$ cat src/lsbx_pkg.sv
// Shared types and constants for the LSB hidden-frame extractor.
`timescale 1ns / 1ps

package lsbx_pkg;

    // Parser phases of the hidden bit stream.
    typedef enum logic [2:0] {
        PH_START    = 3'd0,
        PH_MAGIC    = 3'd1,
        PH_EXT_LEN  = 3'd2,
        PH_EXT      = 3'd3,
        PH_DATA_LEN = 3'd4,
        PH_DATA     = 3'd5,
        PH_HALT     = 3'd6
    } t_phase;

    // Result kinds.
    localparam logic [2:0] KIND_EXT_BYTE  = 3'd0;
    localparam logic [2:0] KIND_DATA_BYTE = 3'd1;
    localparam logic [2:0] KIND_MAGIC_ERR = 3'd2;
    localparam logic [2:0] KIND_EXT_LONG  = 3'd3;
    localparam logic [2:0] KIND_DONE_NONE = 3'd4;

    // Register indexes on the configuration port.
    localparam logic [1:0] REG_MAGIC_VALUE  = 2'd0;
    localparam logic [1:0] REG_MAGIC_LENGTH = 2'd1;
    localparam logic [1:0] REG_HEADER_BYTES = 2'd2;

    localparam logic [7:0]  HEADER_BYTES_RESET = 8'd54;
    localparam logic [3:0]  MAGIC_MAX_BYTES    = 4'd8;
    localparam int unsigned CFG_ADDR_W         = 5;
    localparam int unsigned CFG_DATA_W         = 64;

    // What the front end hands to the parser for one image byte.
    typedef struct packed {
        logic restart;
        logic has_bit;
        logic hbit;
    } t_token;

    // One result item.
    typedef struct packed {
        logic [2:0] kind;
        logic [7:0] data_byte;
        logic       last;
    } t_result;

    // Configuration values seen by the front end and the parser.
    typedef struct packed {
        logic [63:0] magic_value;
        logic [3:0]  magic_length;
        logic [7:0]  header_bytes;
    } t_cfg;

endpackage

$ cat src/lsbx_regs.sv
// Configuration register bank behind the APB-style port.
`timescale 1ns / 1ps

module lsbx_regs (
    input  logic                             i_clk,
    input  logic                             i_rst_n,
    input  logic                             psel,
    input  logic                             penable,
    input  logic                             pwrite,
    input  logic [lsbx_pkg::CFG_ADDR_W-1:0]  paddr,
    input  logic [lsbx_pkg::CFG_DATA_W-1:0]  pwdata,
    output logic [lsbx_pkg::CFG_DATA_W-1:0]  prdata,
    output logic                             pready,
    output lsbx_pkg::t_cfg                   o_cfg
);
    import lsbx_pkg::*;

    logic [63:0] r_magic_value;
    logic [3:0]  r_magic_length;
    logic [7:0]  r_header_bytes;
    logic [1:0]  w_index;
    logic        w_write;

    assign pready  = 1'b1;
    assign w_index = paddr[4:3];
    assign w_write = psel && penable && pwrite && pready;

    always_ff @(posedge i_clk) begin
        if (!i_rst_n) begin
            r_magic_value  <= '0;
            r_magic_length <= '0;
            r_header_bytes <= HEADER_BYTES_RESET;
        end else if (w_write) begin
            if (w_index == REG_MAGIC_VALUE) begin
                r_magic_value <= pwdata;
            end
            if (w_index == REG_MAGIC_LENGTH) begin
                r_magic_length <= pwdata[3:0];
            end
            if (w_index == REG_HEADER_BYTES) begin
                r_header_bytes <= pwdata[7:0];
            end
        end
    end

    always_comb begin
        unique case (w_index)
            REG_MAGIC_VALUE:  prdata = r_magic_value;
            REG_MAGIC_LENGTH: prdata = {60'd0, r_magic_length};
            REG_HEADER_BYTES: prdata = {56'd0, r_header_bytes};
            default:          prdata = '0;
        endcase
    end

    assign o_cfg = '{magic_value: r_magic_value, magic_length: r_magic_length,
                     header_bytes: r_header_bytes};

endmodule

$ cat src/lsbx_fifo.sv
// Small synchronous queue with count-based full and empty flags.
`timescale 1ns / 1ps

module lsbx_fifo #(
    parameter int unsigned WIDTH = 3,
    parameter int unsigned DEPTH = 4
) (
    input  logic             i_clk,
    input  logic             i_rst_n,
    input  logic             i_push,
    input  logic [WIDTH-1:0] i_data,
    output logic             o_full,
    input  logic             i_pop,
    output logic [WIDTH-1:0] o_data,
    output logic             o_empty
);
    localparam int unsigned PTR_W = (DEPTH > 1) ? $clog2(DEPTH) : 1;
    localparam int unsigned CNT_W = $clog2(DEPTH + 1);
    localparam logic [PTR_W-1:0] LAST_PTR = PTR_W'(DEPTH - 1);

    logic [WIDTH-1:0] r_mem [DEPTH];
    logic [PTR_W-1:0] r_wr_ptr;
    logic [PTR_W-1:0] r_rd_ptr;
    logic [CNT_W-1:0] r_count;
    logic             w_push;
    logic             w_pop;

    assign o_full  = (r_count == CNT_W'(DEPTH));
    assign o_empty = (r_count == '0);
    assign w_push  = i_push && !o_full;
    assign w_pop   = i_pop && !o_empty;
    assign o_data  = r_mem[r_rd_ptr];

    always_ff @(posedge i_clk) begin
        if (w_push) begin
            r_mem[r_wr_ptr] <= i_data;
        end
    end

    always_ff @(posedge i_clk) begin
        if (!i_rst_n) begin
            r_wr_ptr <= '0;
            r_rd_ptr <= '0;
            r_count  <= '0;
        end else begin
            if (w_push) begin
                r_wr_ptr <= (r_wr_ptr == LAST_PTR) ? '0 : r_wr_ptr + 1'b1;
            end
            if (w_pop) begin
                r_rd_ptr <= (r_rd_ptr == LAST_PTR) ? '0 : r_rd_ptr + 1'b1;
            end
            if (w_push && !w_pop) begin
                r_count <= r_count + 1'b1;
            end else if (w_pop && !w_push) begin
                r_count <= r_count - 1'b1;
            end
        end
    end

endmodule

$ cat src/lsbx_front.sv
// Front end: accepts image bytes, skips the header and tags hidden bits.
`timescale 1ns / 1ps

module lsbx_front (
    input  logic              i_clk,
    input  logic              i_rst_n,
    input  logic              i_valid,
    input  logic              i_frame_start,
    input  logic [7:0]        i_pixel_byte,
    input  logic [7:0]        i_header_bytes,
    output logic              o_valid,
    output lsbx_pkg::t_token  o_token
);
    import lsbx_pkg::*;

    logic       r_in_header;
    logic [7:0] r_skip_count;
    logic       n_in_header;
    logic [7:0] n_skip_count;
    logic       w_in_header;
    logic [7:0] w_skip_count;
    logic       w_skip;

    // A frame start rewinds the header count before this byte is judged.
    assign w_in_header  = i_frame_start ? 1'b1 : r_in_header;
    assign w_skip_count = i_frame_start ? 8'd0 : r_skip_count;
    assign w_skip       = w_in_header && (w_skip_count < i_header_bytes);

    always_comb begin
        n_in_header  = w_in_header && w_skip;
        n_skip_count = w_skip ? w_skip_count + 8'd1 : w_skip_count;
    end

    always_ff @(posedge i_clk) begin
        if (!i_rst_n) begin
            r_in_header  <= 1'b1;
            r_skip_count <= '0;
        end else if (i_valid) begin
            r_in_header  <= n_in_header;
            r_skip_count <= n_skip_count;
        end
    end

    assign o_token = '{restart: i_frame_start, has_bit: !w_skip, hbit: i_pixel_byte[0]};
    assign o_valid = i_valid && (i_frame_start || !w_skip);

endmodule

$ cat src/lsbx_back.sv
// Back end: parses the hidden bit stream and builds result items.
`timescale 1ns / 1ps

module lsbx_back #(
    parameter int unsigned MAX_EXT_LEN = 16
) (
    input  logic               i_clk,
    input  logic               i_rst_n,
    input  logic               i_valid,
    input  lsbx_pkg::t_token   i_token,
    input  lsbx_pkg::t_cfg     i_cfg,
    output logic               o_emit,
    output lsbx_pkg::t_result  o_result
);
    import lsbx_pkg::*;

    t_phase      r_phase;
    logic [31:0] r_bit_shift;
    logic [4:0]  r_bit_index;
    logic [63:0] r_decoded_magic;
    logic [3:0]  r_magic_done;
    logic [4:0]  r_ext_remaining;
    logic [30:0] r_data_remaining;

    t_phase      n_phase;
    logic [31:0] n_bit_shift;
    logic [4:0]  n_bit_index;
    logic [63:0] n_decoded_magic;
    logic [3:0]  n_magic_done;
    logic [4:0]  n_ext_remaining;
    logic [30:0] n_data_remaining;

    t_phase      w_base_phase;
    t_phase      w_phase;
    logic [31:0] w_base_shift;
    logic [4:0]  w_base_index;
    logic [63:0] w_base_magic;
    logic [3:0]  w_base_done;
    logic [4:0]  w_base_ext;
    logic [30:0] w_base_data;
    logic [3:0]  w_mlen;
    logic        w_unit32;
    logic        w_active;
    logic        w_unit_done;
    logic [31:0] w_shift;
    logic [31:0] w_size;
    logic [63:0] w_magic;
    logic [3:0]  w_magic_cnt;
    logic [63:0] w_mask;
    logic        w_magic_ok;
    logic [4:0]  w_ext_dec;
    logic [30:0] w_data_dec;

    // A restart token parses from reset values.
    assign w_base_phase = i_token.restart ? PH_START : r_phase;
    assign w_base_shift = i_token.restart ? '0 : r_bit_shift;
    assign w_base_index = i_token.restart ? '0 : r_bit_index;
    assign w_base_magic = i_token.restart ? '0 : r_decoded_magic;
    assign w_base_done  = i_token.restart ? '0 : r_magic_done;
    assign w_base_ext   = i_token.restart ? '0 : r_ext_remaining;
    assign w_base_data  = i_token.restart ? '0 : r_data_remaining;

    assign w_mlen = (i_cfg.magic_length > MAGIC_MAX_BYTES) ? MAGIC_MAX_BYTES
                                                           : i_cfg.magic_length;

    // The first hidden bit of a frame picks the opening phase.
    always_comb begin
        if (w_base_phase == PH_START && i_token.has_bit) begin
            w_phase = (w_mlen == 4'd0) ? PH_EXT_LEN : PH_MAGIC;
        end else begin
            w_phase = w_base_phase;
        end
    end

    assign w_unit32 = (w_phase == PH_EXT_LEN) || (w_phase == PH_DATA_LEN);
    assign w_active = i_token.has_bit && (w_phase != PH_START) && (w_phase != PH_HALT);
    assign w_shift  = {w_base_shift[30:0], i_token.hbit};
    assign w_unit_done = w_unit32 ? (w_base_index == 5'd31) : (w_base_index >= 5'd7);
    assign w_size   = w_shift[31] ? 32'd0 : w_shift;
    assign w_magic  = {w_base_magic[55:0], w_shift[7:0]};
    assign w_magic_cnt = (w_base_done < 4'd15) ? w_base_done + 4'd1 : w_base_done;
    assign w_ext_dec   = (w_base_ext != '0) ? w_base_ext - 5'd1 : w_base_ext;
    assign w_data_dec  = (w_base_data != '0) ? w_base_data - 31'd1 : w_base_data;

    always_comb begin
        for (int i = 0; i < 8; i++) begin
            w_mask[i*8 +: 8] = (4'(i) < w_mlen) ? 8'hFF : 8'h00;
        end
    end

    assign w_magic_ok = ((w_magic ^ i_cfg.magic_value) & w_mask) == '0;

    // Next phase.
    always_comb begin
        n_phase = w_phase;
        if (w_active && w_unit_done) begin
            unique case (w_phase)
                PH_MAGIC: begin
                    if (w_magic_cnt >= w_mlen) begin
                        n_phase = w_magic_ok ? PH_EXT_LEN : PH_HALT;
                    end
                end
                PH_EXT_LEN: begin
                    if (w_size > 32'(MAX_EXT_LEN)) begin
                        n_phase = PH_HALT;
                    end else begin
                        n_phase = (w_size == '0) ? PH_DATA_LEN : PH_EXT;
                    end
                end
                PH_EXT: begin
                    if (w_ext_dec == '0) begin
                        n_phase = PH_DATA_LEN;
                    end
                end
                PH_DATA_LEN: begin
                    n_phase = (w_size == '0) ? PH_HALT : PH_DATA;
                end
                PH_DATA: begin
                    if (w_data_dec == '0) begin
                        n_phase = PH_HALT;
                    end
                end
                default: n_phase = PH_HALT;
            endcase
        end
    end

    // Datapath registers.
    always_comb begin
        n_bit_shift      = w_base_shift;
        n_bit_index      = w_base_index;
        n_decoded_magic  = w_base_magic;
        n_magic_done     = w_base_done;
        n_ext_remaining  = w_base_ext;
        n_data_remaining = w_base_data;
        if (w_active) begin
            n_bit_shift = w_shift;
            n_bit_index = w_unit_done ? 5'd0 : w_base_index + 5'd1;
            if (w_unit_done) begin
                unique case (w_phase)
                    PH_MAGIC: begin
                        n_decoded_magic = w_magic;
                        n_magic_done    = w_magic_cnt;
                    end
                    PH_EXT_LEN: begin
                        if (w_size <= 32'(MAX_EXT_LEN)) begin
                            n_ext_remaining = w_size[4:0];
                        end
                    end
                    PH_EXT:      n_ext_remaining  = w_ext_dec;
                    PH_DATA_LEN: begin
                        if (w_size != '0) begin
                            n_data_remaining = w_size[30:0];
                        end
                    end
                    PH_DATA:     n_data_remaining = w_data_dec;
                    default:     n_bit_shift      = w_shift;
                endcase
            end
        end
    end

    // Result item.
    always_comb begin
        o_emit   = 1'b0;
        o_result = '{kind: KIND_EXT_BYTE, data_byte: 8'd0, last: 1'b0};
        if (i_valid && w_active && w_unit_done) begin
            unique case (w_phase)
                PH_MAGIC: begin
                    if (w_magic_cnt >= w_mlen && !w_magic_ok) begin
                        o_emit   = 1'b1;
                        o_result = '{kind: KIND_MAGIC_ERR, data_byte: 8'd0, last: 1'b1};
                    end
                end
                PH_EXT_LEN: begin
                    if (w_size > 32'(MAX_EXT_LEN)) begin
                        o_emit   = 1'b1;
                        o_result = '{kind: KIND_EXT_LONG, data_byte: 8'd0, last: 1'b1};
                    end
                end
                PH_EXT: begin
                    o_emit   = 1'b1;
                    o_result = '{kind: KIND_EXT_BYTE, data_byte: w_shift[7:0], last: 1'b0};
                end
                PH_DATA_LEN: begin
                    if (w_size == '0) begin
                        o_emit   = 1'b1;
                        o_result = '{kind: KIND_DONE_NONE, data_byte: 8'd0, last: 1'b1};
                    end
                end
                PH_DATA: begin
                    o_emit   = 1'b1;
                    o_result = '{kind: KIND_DATA_BYTE, data_byte: w_shift[7:0],
                                 last: (w_data_dec == '0)};
                end
                default: o_emit = 1'b0;
            endcase
        end
    end

    always_ff @(posedge i_clk) begin
        if (!i_rst_n) begin
            r_phase          <= PH_START;
            r_bit_shift      <= '0;
            r_bit_index      <= '0;
            r_decoded_magic  <= '0;
            r_magic_done     <= '0;
            r_ext_remaining  <= '0;
            r_data_remaining <= '0;
        end else if (i_valid) begin
            r_phase          <= n_phase;
            r_bit_shift      <= n_bit_shift;
            r_bit_index      <= n_bit_index;
            r_decoded_magic  <= n_decoded_magic;
            r_magic_done     <= n_magic_done;
            r_ext_remaining  <= n_ext_remaining;
            r_data_remaining <= n_data_remaining;
        end
    end

endmodule

$ cat src/lsb_stego_frame_extractor_core.sv
// One image byte per cycle while full is low; the parser handles one queued bit each
// cycle while the result queue has room. A four-entry request queue registers tokens
// between the header stage and the parser, and another four-entry queue registers
// results, so each side can stall on its own.
// Reset (synchronous, active low) empties both queues, restarts parsing at the header
// and sets header_bytes to 54, magic_value and magic_length to zero.
`timescale 1ns / 1ps

module lsb_stego_frame_extractor_core #(
    parameter int unsigned MAX_EXT_LEN = 16,
    parameter int unsigned QUEUE_DEPTH = 4
) (
    input  logic                             i_clk,
    input  logic                             i_rst_n,
    input  logic                             psel,
    input  logic                             penable,
    input  logic                             pwrite,
    input  logic [lsbx_pkg::CFG_ADDR_W-1:0]  paddr,
    input  logic [lsbx_pkg::CFG_DATA_W-1:0]  pwdata,
    output logic [lsbx_pkg::CFG_DATA_W-1:0]  prdata,
    output logic                             pready,
    input  logic                             push,
    output logic                             full,
    input  logic                             i_frame_start,
    input  logic [7:0]                       i_pixel_byte,
    output logic                             empty,
    input  logic                             pop,
    output logic [2:0]                       o_out_kind,
    output logic [7:0]                       o_out_byte,
    output logic                             o_is_last
);
    import lsbx_pkg::*;

    t_cfg    w_cfg;
    t_token  w_front_token;
    t_token  w_back_token;
    t_result w_result;
    t_result w_out;
    logic    w_front_valid;
    logic    w_mid_full;
    logic    w_mid_empty;
    logic    w_out_full;
    logic    w_back_go;
    logic    w_emit;

    lsbx_regs u_regs (
        .i_clk   (i_clk),
        .i_rst_n (i_rst_n),
        .psel    (psel),
        .penable (penable),
        .pwrite  (pwrite),
        .paddr   (paddr),
        .pwdata  (pwdata),
        .prdata  (prdata),
        .pready  (pready),
        .o_cfg   (w_cfg)
    );

    assign full = w_mid_full;

    lsbx_front u_front (
        .i_clk          (i_clk),
        .i_rst_n        (i_rst_n),
        .i_valid        (push && !w_mid_full),
        .i_frame_start  (i_frame_start),
        .i_pixel_byte   (i_pixel_byte),
        .i_header_bytes (w_cfg.header_bytes),
        .o_valid        (w_front_valid),
        .o_token        (w_front_token)
    );

    lsbx_fifo #(
        .WIDTH ($bits(t_token)),
        .DEPTH (QUEUE_DEPTH)
    ) u_mid_fifo (
        .i_clk   (i_clk),
        .i_rst_n (i_rst_n),
        .i_push  (w_front_valid),
        .i_data  (w_front_token),
        .o_full  (w_mid_full),
        .i_pop   (w_back_go),
        .o_data  (w_back_token),
        .o_empty (w_mid_empty)
    );

    // The parser only advances while there is room for a possible result.
    assign w_back_go = !w_mid_empty && !w_out_full;

    lsbx_back #(
        .MAX_EXT_LEN (MAX_EXT_LEN)
    ) u_back (
        .i_clk    (i_clk),
        .i_rst_n  (i_rst_n),
        .i_valid  (w_back_go),
        .i_token  (w_back_token),
        .i_cfg    (w_cfg),
        .o_emit   (w_emit),
        .o_result (w_result)
    );

    lsbx_fifo #(
        .WIDTH ($bits(t_result)),
        .DEPTH (QUEUE_DEPTH)
    ) u_out_fifo (
        .i_clk   (i_clk),
        .i_rst_n (i_rst_n),
        .i_push  (w_emit),
        .i_data  (w_result),
        .o_full  (w_out_full),
        .i_pop   (pop),
        .o_data  (w_out),
        .o_empty (empty)
    );

    assign o_out_kind = w_out.kind;
    assign o_out_byte = w_out.data_byte;
    assign o_is_last  = w_out.last;

endmodule

$ cat config.mk
export PLATFORM = sky130hd
export DESIGN_NAME = lsb_stego_frame_extractor_core
export DESIGN_NICKNAME = d
export VERILOG_FILES = /design/src/lsbx_pkg.sv /design/src/lsbx_regs.sv /design/src/lsbx_fifo.sv /design/src/lsbx_front.sv /design/src/lsbx_back.sv /design/src/lsb_stego_frame_extractor_core.sv
export SDC_FILE = /design/constraint.sdc
export NUM_CORES = 1
export LEC_CHECK = 0
export BUFFER_PORTS_ARGS = -buffer_cell sky130_fd_sc_hd__buf_2
export CORE_ASPECT_RATIO = 1.75
export CORE_MARGIN = 2
export CORE_UTILIZATION = 50
export DETAILED_ROUTE_END_ITERATION = 10
export GPL_TIMING_DRIVEN = 0
export PLACE_DENSITY_LB_ADDON = 0.3
export REMOVE_ABC_BUFFERS = 1
export SYNTH_ARGS = -nofsm -noshare
export SYNTH_HDL_FRONTEND = slang
export SYNTH_SLANG_ARGS = --single-unit
$ cat constraint.sdc
create_clock -name i_clk -period 7.78 [get_ports i_clk]
set_input_delay 0.778 -clock i_clk [delete_from_list [all_inputs] [get_ports i_clk]]
set_output_delay 0.778 -clock i_clk [all_outputs]
set_load 0.01 [all_outputs]
Word-level counts from Yosys, hierarchy flattened
Memories as Yosys holds them, arrays and structs flattened. A register that Yosys moved wholly into a read port is not among the register bits. Cells that the tools add are included.

Muxes and demuxes: 79. Bitwise gates (word level): 2. Reduce and logical (&&, ||, !) cells: 53. Add/sub/neg operators: 13. Equality and inequality tests: 15. Order comparisons: 15.

Operators with widths (count): 64-bit two-way mux (4); 31-bit two-way mux (8); 64-bit case mux with 3 select lines (1); 8-bit two-way mux (10); 64-bit bitwise AND (1); 64-bit zero test (1); 64-bit XOR (1); 31-bit case mux with 2 select lines (1); 12-bit case mux with 5 select lines (1); 5-bit two-way mux (8); 3-bit two-way mux (13); 32-bit by 5-bit > comparator with 1-bit output, second input constant (1); 32-bit by 5-bit less-or-equal comparator with 1-bit output, second input constant (1); 32-bit zero test (1); 32-bit nonzero test (1); 31-bit zero test (1); 31-bit nonzero test (1); 31-bit by 1-bit subtractor with 31-bit output, second input constant (1); 12-bit two-way mux (2); 4-bit two-way mux (6); 1-bit logical AND (22); 11-bit two-way mux (2); 2-bit two-way mux (10); 3-bit by 4-bit less-than comparator with 1-bit output, first input constant (4); 36 further kinds (75).

Output and inout bits: 79. Input port bits: 85. Logic and storage cells: 197. Flip-flop bits (word level): 242. Memories kept: 2. Memory bits (writable): 60.

Memory list: u_out_fifo.r_mem (words 4, width 12, rd ports 1, clocked after memory_dff 1, wr ports 1, RTL line lsbx_fifo.sv:21) `logic [WIDTH-1:0] r_mem [DEPTH];`; u_mid_fifo.r_mem (words 4, width 3, rd ports 1, clocked after memory_dff 1, wr ports 1, RTL line lsbx_fifo.sv:21).

Longest topological paths before layout
Gate-level depths: netlist of run 1.

Word-level depth: 16. Gate-level depth with buffers: 27. Mapped depth without buffers: 21.

Cells and area by module
Synthesis of run 1 repeated with hierarchy kept, for this count alone.

Cell total of the unflattened synthesis: 1882. Area, all modules: 16580.9 um2.

By module, submodules not included: lsbx_back (times used 1, area each 8933.6 um2, sequential area each 2702.6 um2, cells an instance 1187); lsbx_regs (times used 1, area each 3723.6 um2, sequential area each 1521.5 um2, cells an instance 414); lsbx_fifo (u_out_fifo) (times used 1, area each 2237.1 um2, sequential area each 1621.6 um2, cells an instance 113); lsbx_fifo (u_mid_fifo) (times used 1, area each 908.4 um2, sequential area each 540.5 um2, cells an instance 66); lsbx_front (times used 1, area each 760.7 um2, sequential area each 180.2 um2, cells an instance 100); lsb_stego_frame_extractor_core (times used 1, area each 17.5 um2, sequential area each 0.0 um2, cells an instance 2).

Worst setup path after synthesis of run 1
No wires, ideal clock.

Path type: flip-flop to flip-flop. From: reg (tool-made name). To: reg u_out_fifo.r_count[2]. Cell stages (with the launch flop): 26. Setup slack: 2325 ps. Library setup time: 70 ps. Required time: 7710 ps. Arrival: 5384 ps. Period minus slack after synthesis: 5455 ps. Path buffers: 5. Cell sequence: dfxtp_1 mux4_2 buf_2 buf_1 clkbuf_1 buf_1 clkbuf_1 nor2b_1 ha_1 nand3_1 nor2_1 mux2_2 ha_1 a21o_1 a21o_1 a21oi_1 nand2b_1 nand2_1 o21ai_1 a21oi_1 ha_1 inv_1 fa_1 xor2_1 or3_1 a21oi_1.

RTL lines: end signal: assignment (RTL line lsbx_fifo.sv:53) `r_count <= r_count + 1'b1;`; end signal: assignment (RTL line lsbx_fifo.sv:55) `r_count <= r_count - 1'b1;`; end: declaration (RTL line lsbx_fifo.sv:24) `logic [CNT_W-1:0] r_count;`.

==> flow_metrics.env, run 1 <==
export IMPL_ys_seq_area_share_pct=42.3
export IMPL_ios=164
export IMPL_pre_cts_ws_ns=1.83
export IMPL_clk_path_buf_depth=3
export IMPL_synth_edf_count=60
export IMPL_ys_flop_type="dfxtp_1"
export IMPL_top_layer_used="met4"
export IMPL_start_util_pct=50.5
export IMPL_switching_share_pct=33.1
export IMPL_netlist_area_um2=15500
export IMPL_worstMarginPinSlew_ns=1.10
export IMPL_vias_per_cell=6.05
export IMPL_skew_ns=0.0166
export IMPL_period_needed_ns=6.00
export IMPL_routed_wl_um=42100
export IMPL_numClockSinks=298
export IMPL_setup_violations=0
export IMPL_rsz0062_at_grt="no"
export IMPL_dr_wl_met2_um=22400
export IMPL_drt_iter0_markers=980
export IMPL_arrival_ns=6.45
export IMPL_wirelength_met1_um=15700
export IMPL_slew_headroom_pct=26.4
export IMPL_worst_setup_path_start_kind="flip-flop"
export IMPL_end_kind="flip-flop"
export IMPL_antenna_left=0
export IMPL_p_total_w=0.00396
export IMPL_synth_distinct_cells=75
export IMPL_post_cts_buffers=0
export IMPL_grt_pass1_vias=13200
export IMPL_p_sw_w=0.00131
export IMPL_hold_viol_final=0
export IMPL_htree_num_levels=1
export IMPL_final_core_util_pct=56.8
export IMPL_pwr_share_clk_pct=33.4
export IMPL_power_leakage_nw=6.26
export IMPL_core_rowCount=85
export IMPL_final_cells=2286
export IMPL_die_w_um=137
export IMPL_setup_slack_ns=1.78
export IMPL_ys_warn_count=0
export IMPL_p_int_w=0.00265
export IMPL_p_seq_share_pct=43.1
export IMPL_required_ns=8.23
export IMPL_hpwl_um=29700
export IMPL_cts_clk_slew_worst_paths_ns=0.07
export IMPL_critPathMaxFanout=87
export IMPL_port_buffer_count=152
export IMPL_gr_total_overflow=0
export IMPL_holdWs_ns=0.460
export IMPL_wl_per_cell_um=18.4
export IMPL_grt_max_degree=133
export IMPL_diodes=0
export IMPL_async_flop_share_pct=0
export IMPL_max_cap_violations=0
export IMPL_track_usage_pct=25.5
export IMPL_firstDrtPassIters=6
export IMPL_max_clock_freq_mhz=167
export IMPL_grt_pass1_wl_um=67000
export IMPL_final_nets=1992
export IMPL_core_area_um2=30700
export IMPL_synth_ff_latch_count=298
export IMPL_die_area_um2=32500
export IMPL_cts_root_buffer="clkbuf_16"
export IMPL_peakVddDrop_mv=0.156
export IMPL_powerDensity_nw_per_um2=227
export IMPL_hold_path_class="input port to flip-flop"
export IMPL_antenna_found_initial=0
export IMPL_die_h_um=237
export IMPL_drv_slew=0
export IMPL_placed_cells=2236
export IMPL_numCtsBuffers=27
export IMPL_wl_met3_um=1750
export IMPL_insertion_delay_ns=0.55
export IMPL_path_class="flip-flop to flip-flop"
export IMPL_syn_inst=1806
export IMPL_cts_resized=0
export IMPL_cts_tree="built"
export IMPL_status="finished clean"
export IMPL_fillers=2758
export IMPL_layout_drive_gt1_share_pct=13.4
export IMPL_combPwrFrac_pct=23.5
export IMPL_avgSynthCellArea_um2=8.60
export IMPL_post_route_period_util_pct=77.1
export IMPL_vias=13800
export IMPL_drc=0
export IMPL_flow_area_growth_from_synthesis_pct=12.4
export IMPL_ctsHoldBuffers=0
export IMPL_place_gp_congestion=0.937
[layer usage]
| layer | vias up | global-route usage (%) |
|---|---|---|
| met4 | 0 | 14.3 |
| met1 | 6595 | 27.6 |
| met5 | - | 0 |
| met2 | 416 | 47.0 |
| li1 | 6694 | - |
| met3 | 134 | 2.94 |
[critical path, stage by stage, from the launching register on]
cell and delay, ns:
dfxtp_1 0.46, mux4_4 0.92, buf_16 0.31, nor2b_1 0.17, ha_1 0.23, nand3_1 0.14
nor2_1 0.17, mux2_2 0.37, ha_1 0.28, a21o_1 0.11, a21o_1 0.11, a21oi_1 0.08
nand2b_1 0.20, nand2_1 0.09, o21ai_1 0.19, a21oi_1 0.66, ha_1 0.32, inv_1 0.06
fa_1 0.37, xor2_1 0.18, or3_1 0.31, a21oi_1 0.15
[state kept, by name, indices dropped and copies added, names as in the netlist, named ones only]
name / count
u_out_fifo.r_mem: 48
u_back.r_data_remaining: 31
u_back.r_magic_done: 4
u_regs.r_magic_value: 64
u_back.r_decoded_magic: 56
u_front.r_skip_count: 8
u_mid_fifo.r_count: 3
u_out_fifo.r_wr_ptr: 2
u_regs.r_header_bytes: 8
u_back.r_bit_index: 5
u_front.r_in_header: 1
u_mid_fifo.r_rd_ptr: 2
u_back.r_ext_remaining: 5
u_mid_fifo.r_wr_ptr: 2
u_out_fifo.r_count: 3
u_back.r_phase: 3
u_out_fifo.r_rd_ptr: 2
u_mid_fifo.r_mem: 12
u_back.r_bit_shift: 31
u_regs.r_magic_length: 4
[synthesized netlist by cell type, types with 30 or more instances]
cell type / n / area [um2]
ha_1: 30 / 375
edfxtp_1: 60 / 1800
o32ai_1: 33 / 289
and2_1: 81 / 507
nor2_1: 261 / 980
clkbuf_1: 102 / 383
a21oi_1: 104 / 521
xnor2_1: 44 / 385
o21ai_0: 47 / 235
nor4bb_1: 31 / 310
nand2_1: 223 / 837
dfxtp_1: 238 / 4760
a31oi_1: 38 / 238
a22oi_1: 128 / 961
[placed cells by master (no fill, tap or decap), types with 31 or more instances in the layout]
| cell type | n |
|---|---|
| nor4bb_1 | 31 |
| a22oi_1 | 128 |
| edfxtp_1 | 60 |
| and2_1 | 80 |
| nor2_1 | 259 |
| o32ai_1 | 33 |
| dfxtp_1 | 238 |
| nand2_1 | 223 |
| o21ai_0 | 47 |
| a21oi_1 | 103 |
| xnor2_1 | 44 |
| a31oi_1 | 38 |
| buf_2 | 153 |
[through the flow]
stage | cell area (um2) | TNS (ns)
2_1_floorplan | 15000 | 0
3_3_place_gp | 16300 | -0.593
3_5_place_dp | 16600 | 0
4_1_cts | 17500 | 0
5_1_grt | 17500 | 0
6_report | 17500 | 0
[power by group through the flow]
stage                     Combinational, W  Clock, W  Sequential [W]
after floorplan                   0.000580         0         0.00171
after global placement            0.000813         0         0.00174
after detailed placement          0.000919         0         0.00174
after CTS                         0.000919   0.00135         0.00171
after global routing               0.00100   0.00140         0.00172
final                             0.000930   0.00132         0.00171
[final timing paths]
check | from | to | slack [ns] | cells past startpoint
setup / recovery | flip-flop | u_out_fifo.r_count[2] | 1.78 | 21
hold / removal | pwdata[20] | u_regs.r_magic_value[20] | 0.46 | 3
setup reg to reg | flip-flop | u_out_fifo.r_count[2] | 1.78 | 21
hold reg to reg | u_mid_fifo.r_rd_ptr[1] | u_mid_fifo.r_rd_ptr[1] | 0.47 | 2
[cell type report]
| class | instances | area, um2 | share of cell area, % |
|---|---|---|---|
| clock buffers | 32 | 714 | 4.09 |
| inverters | 26 | 103 | 0.587 |
| multi-input cells | 1355 | 8410 | 48.1 |
| repair buffers | 167 | 1040 | 5.94 |
| well taps | 391 | 489 | 2.80 |
| clock inverters | 17 | 149 | 0.852 |
| flip-flops and latches | 298 | 6570 | 37.6 |
[kinds of logic (layout without fill, tap and decap cells)]
group           Yosys count  count (layout)  synth area share, %
compound gates          453             453                 19.9
flops                   298             298                 42.3
simple gates            768             768                 24.0
mux                      46              46                 4.20
other cells               1               1               0.0241
xor+xnor                 55              55                 3.10
fa+ha+maj                32              32                 2.67
buf+inv                 153             242                 3.87
(Power assumes the default switching activity.)
==> inputs of run 2 (changes only) <==
==> constraint.sdc (replaced) <==
create_clock -name i_clk -period 6.1 [get_ports i_clk]
set_input_delay 0.61 -clock i_clk [delete_from_list [all_inputs] [get_ports i_clk]]
set_output_delay 0.61 -clock i_clk [all_outputs]
set_load 0.01 [all_outputs]
==> flow_metrics.env, run 2 (synthesis results as in run 1) <==
export IMPL_status="finished clean"
export IMPL_grt_pass1_wl_um=67000
export IMPL_post_cts_buffers=0
export IMPL_period_needed_ns=5.73
export IMPL_endpoint="u_out_fifo.r_count[2]"
export IMPL_drc=0
export IMPL_layout_common_cells="258 x nor2_1, 238 x dfxtp_1, 223 x nand2_1"
export IMPL_antenna_found_initial=0
export IMPL_cts_tree="built"
export IMPL_drv_slew=0
export IMPL_numClockSinks=298
export IMPL_vias_per_cell=6.07
export IMPL_die_w_um=137
export IMPL_pre_cts_ws_ns=0.149
export IMPL_grt_max_degree=133
export IMPL_max_cap_violations=0
export IMPL_design_area_um2=17500
export IMPL_final_cells=2286
export IMPL_top_register="u_regs.r_magic_value"
export IMPL_flow_area_growth_from_synthesis_pct=12.5
export IMPL_core_area_um2=30700
export IMPL_hold_path_startpoint="pwdata[20]"
export IMPL_placed_cells=2236
export IMPL_antenna_left=0
export IMPL_vias=13900
export IMPL_track_usage_pct=25.5
export IMPL_reg_largest_list="u_regs.r_magic_value x64, u_back.r_decoded_magic x56, u_out_fifo.r_mem x48"
export IMPL_numCtsBuffers=27
export IMPL_peakVddDrop_mv=0.200
export IMPL_start_util_pct=50.5
export IMPL_worstMarginPinSlew_ns=1.12
export IMPL_setup_slack_ns=0.367
export IMPL_power_leakage_nw=6.26
export IMPL_cts_resized=0
export IMPL_path_class="flip-flop to flip-flop"
export IMPL_grt_pass1_vias=13200
export IMPL_multi_input_area_um2=8410
export IMPL_layout_commonest_cell="nor2_1"
export IMPL_slew_headroom_pct=25.5
export IMPL_final_nets=1992
export IMPL_wl_per_cell_um=18.4
export IMPL_cts_clk_slew_worst_paths_ns=0.07
export IMPL_fillers=2758
export IMPL_ios=164
export IMPL_die_h_um=237
export IMPL_critPathMaxFanout=87
export IMPL_regToRegSetupSlack_ns=0.37
export IMPL_max_clock_freq_mhz=174
export IMPL_worst_setup_path_start_kind="flip-flop"
export IMPL_arrival_ns=6.19
export IMPL_gr_total_overflow=0
export IMPL_hold_viol_final=0
export IMPL_rsz0062_at_grt="no"
export IMPL_cts_root_buffer="clkbuf_16"
export IMPL_port_buffer_count=152
export IMPL_diodes=0
export IMPL_die_area_um2=32500
export IMPL_firstDrtPassIters=6
export IMPL_holdWs_ns=0.297
export IMPL_largest_reg_flops=64
export IMPL_required_ns=6.55
export IMPL_skew_ns=0.0149
export IMPL_routed_wl_um=42100
export IMPL_core_rowCount=85
export IMPL_place_gp_congestion=0.937
export IMPL_end_kind="flip-flop"
export IMPL_hpwl_um=29700
export IMPL_clk_path_buf_depth=3
export IMPL_postPlaceCellArea_um2=16600
export IMPL_ctsHoldBuffers=0
export IMPL_seq_area_um2=6570
export IMPL_powerDensity_nw_per_um2=289
export IMPL_reg2reg_depth=21
export IMPL_drt_iter0_markers=908
export IMPL_r2r_end="u_out_fifo.r_count[2]"
export IMPL_post_route_period_util_pct=94.0
export IMPL_htree_num_levels=1
export IMPL_layout_drive_gt1_share_pct=13.5
export IMPL_setup_violations=0
export IMPL_hold_path_class="input port to flip-flop"
export IMPL_insertion_delay_ns=0.55
-- run 2: cell types whose count changed in the layout (fill, tap and decap cells not counted) --
cell and change:
a21oi_1 -1, nor2_2 +1, nor2_1 -1, a21oi_2 +1
-- run 2: worst min-delay path by stage --
stage                               end  slack, ns  depth (start not counted)
2_1_floorplan  u_regs.r_header_bytes[6]       0.45                          2
3_3_place_gp   u_regs.r_header_bytes[6]       0.46                          2
3_5_place_dp     u_mid_fifo.r_rd_ptr[1]       0.47                          2
4_1_cts        u_regs.r_magic_value[39]       0.27                          3
5_1_grt          u_mid_fifo.r_mem[3][0]       0.29                          1
6_report       u_regs.r_magic_value[20]       0.30                          3
-- run 2: metal layers --
| layer | track usage, % | routed length, um | vias to the layer above |
|---|---|---|---|
| met5 | 0 | 0 | - |
| met4 | 14.3 | 2400 | 0 |
| met3 | 2.94 | 1860 | 140 |
| met2 | 47.0 | 22300 | 448 |
| met1 | 27.6 | 15600 | 6589 |
| li1 | - | - | 6697 |
-- run 2: cell type report --
class	count	share of cell area [%]
multi-input cells	1355	48.2
flip-flops and latches	298	37.6
repair buffers	167	5.94
clock buffers	32	4.09
well taps	391	2.80
clock inverters	17	0.852
inverters	26	0.587
-- run 2: stage by stage --
step	TNS [ns]	total power, W	util (%)
after detailed placement	0	0.00339	54.0
after global routing	0	0.00526	56.8
after floorplan	0	0.00293	-
final	0	0.00505	56.8
after CTS	0	0.00507	56.8
after global placement	-247.99	0.00325	53.0
-- run 2: power breakdown --
part	switching, W	internal [W]
combinational	0.000800	0.000385
clock	0.000759	0.000925
sequential	0.000111	0.00207
-- run 2: critical path, cell delays in order, from the launching register on --
cell	delay, ns
dfxtp_1	0.46
mux4_4	0.91
buf_16	0.30
nor2b_1	0.18
ha_1	0.23
nand3_1	0.14
nor2_1	0.17
mux2_2	0.37
ha_1	0.28
a21o_1	0.10
a21o_1	0.11
a21oi_1	0.08
nand2b_1	0.20
nand2_1	0.08
o21ai_1	0.19
a21oi_2	0.44
ha_1	0.28
inv_1	0.06
fa_1	0.37
xor2_1	0.18
or3_1	0.31
a21oi_1	0.15
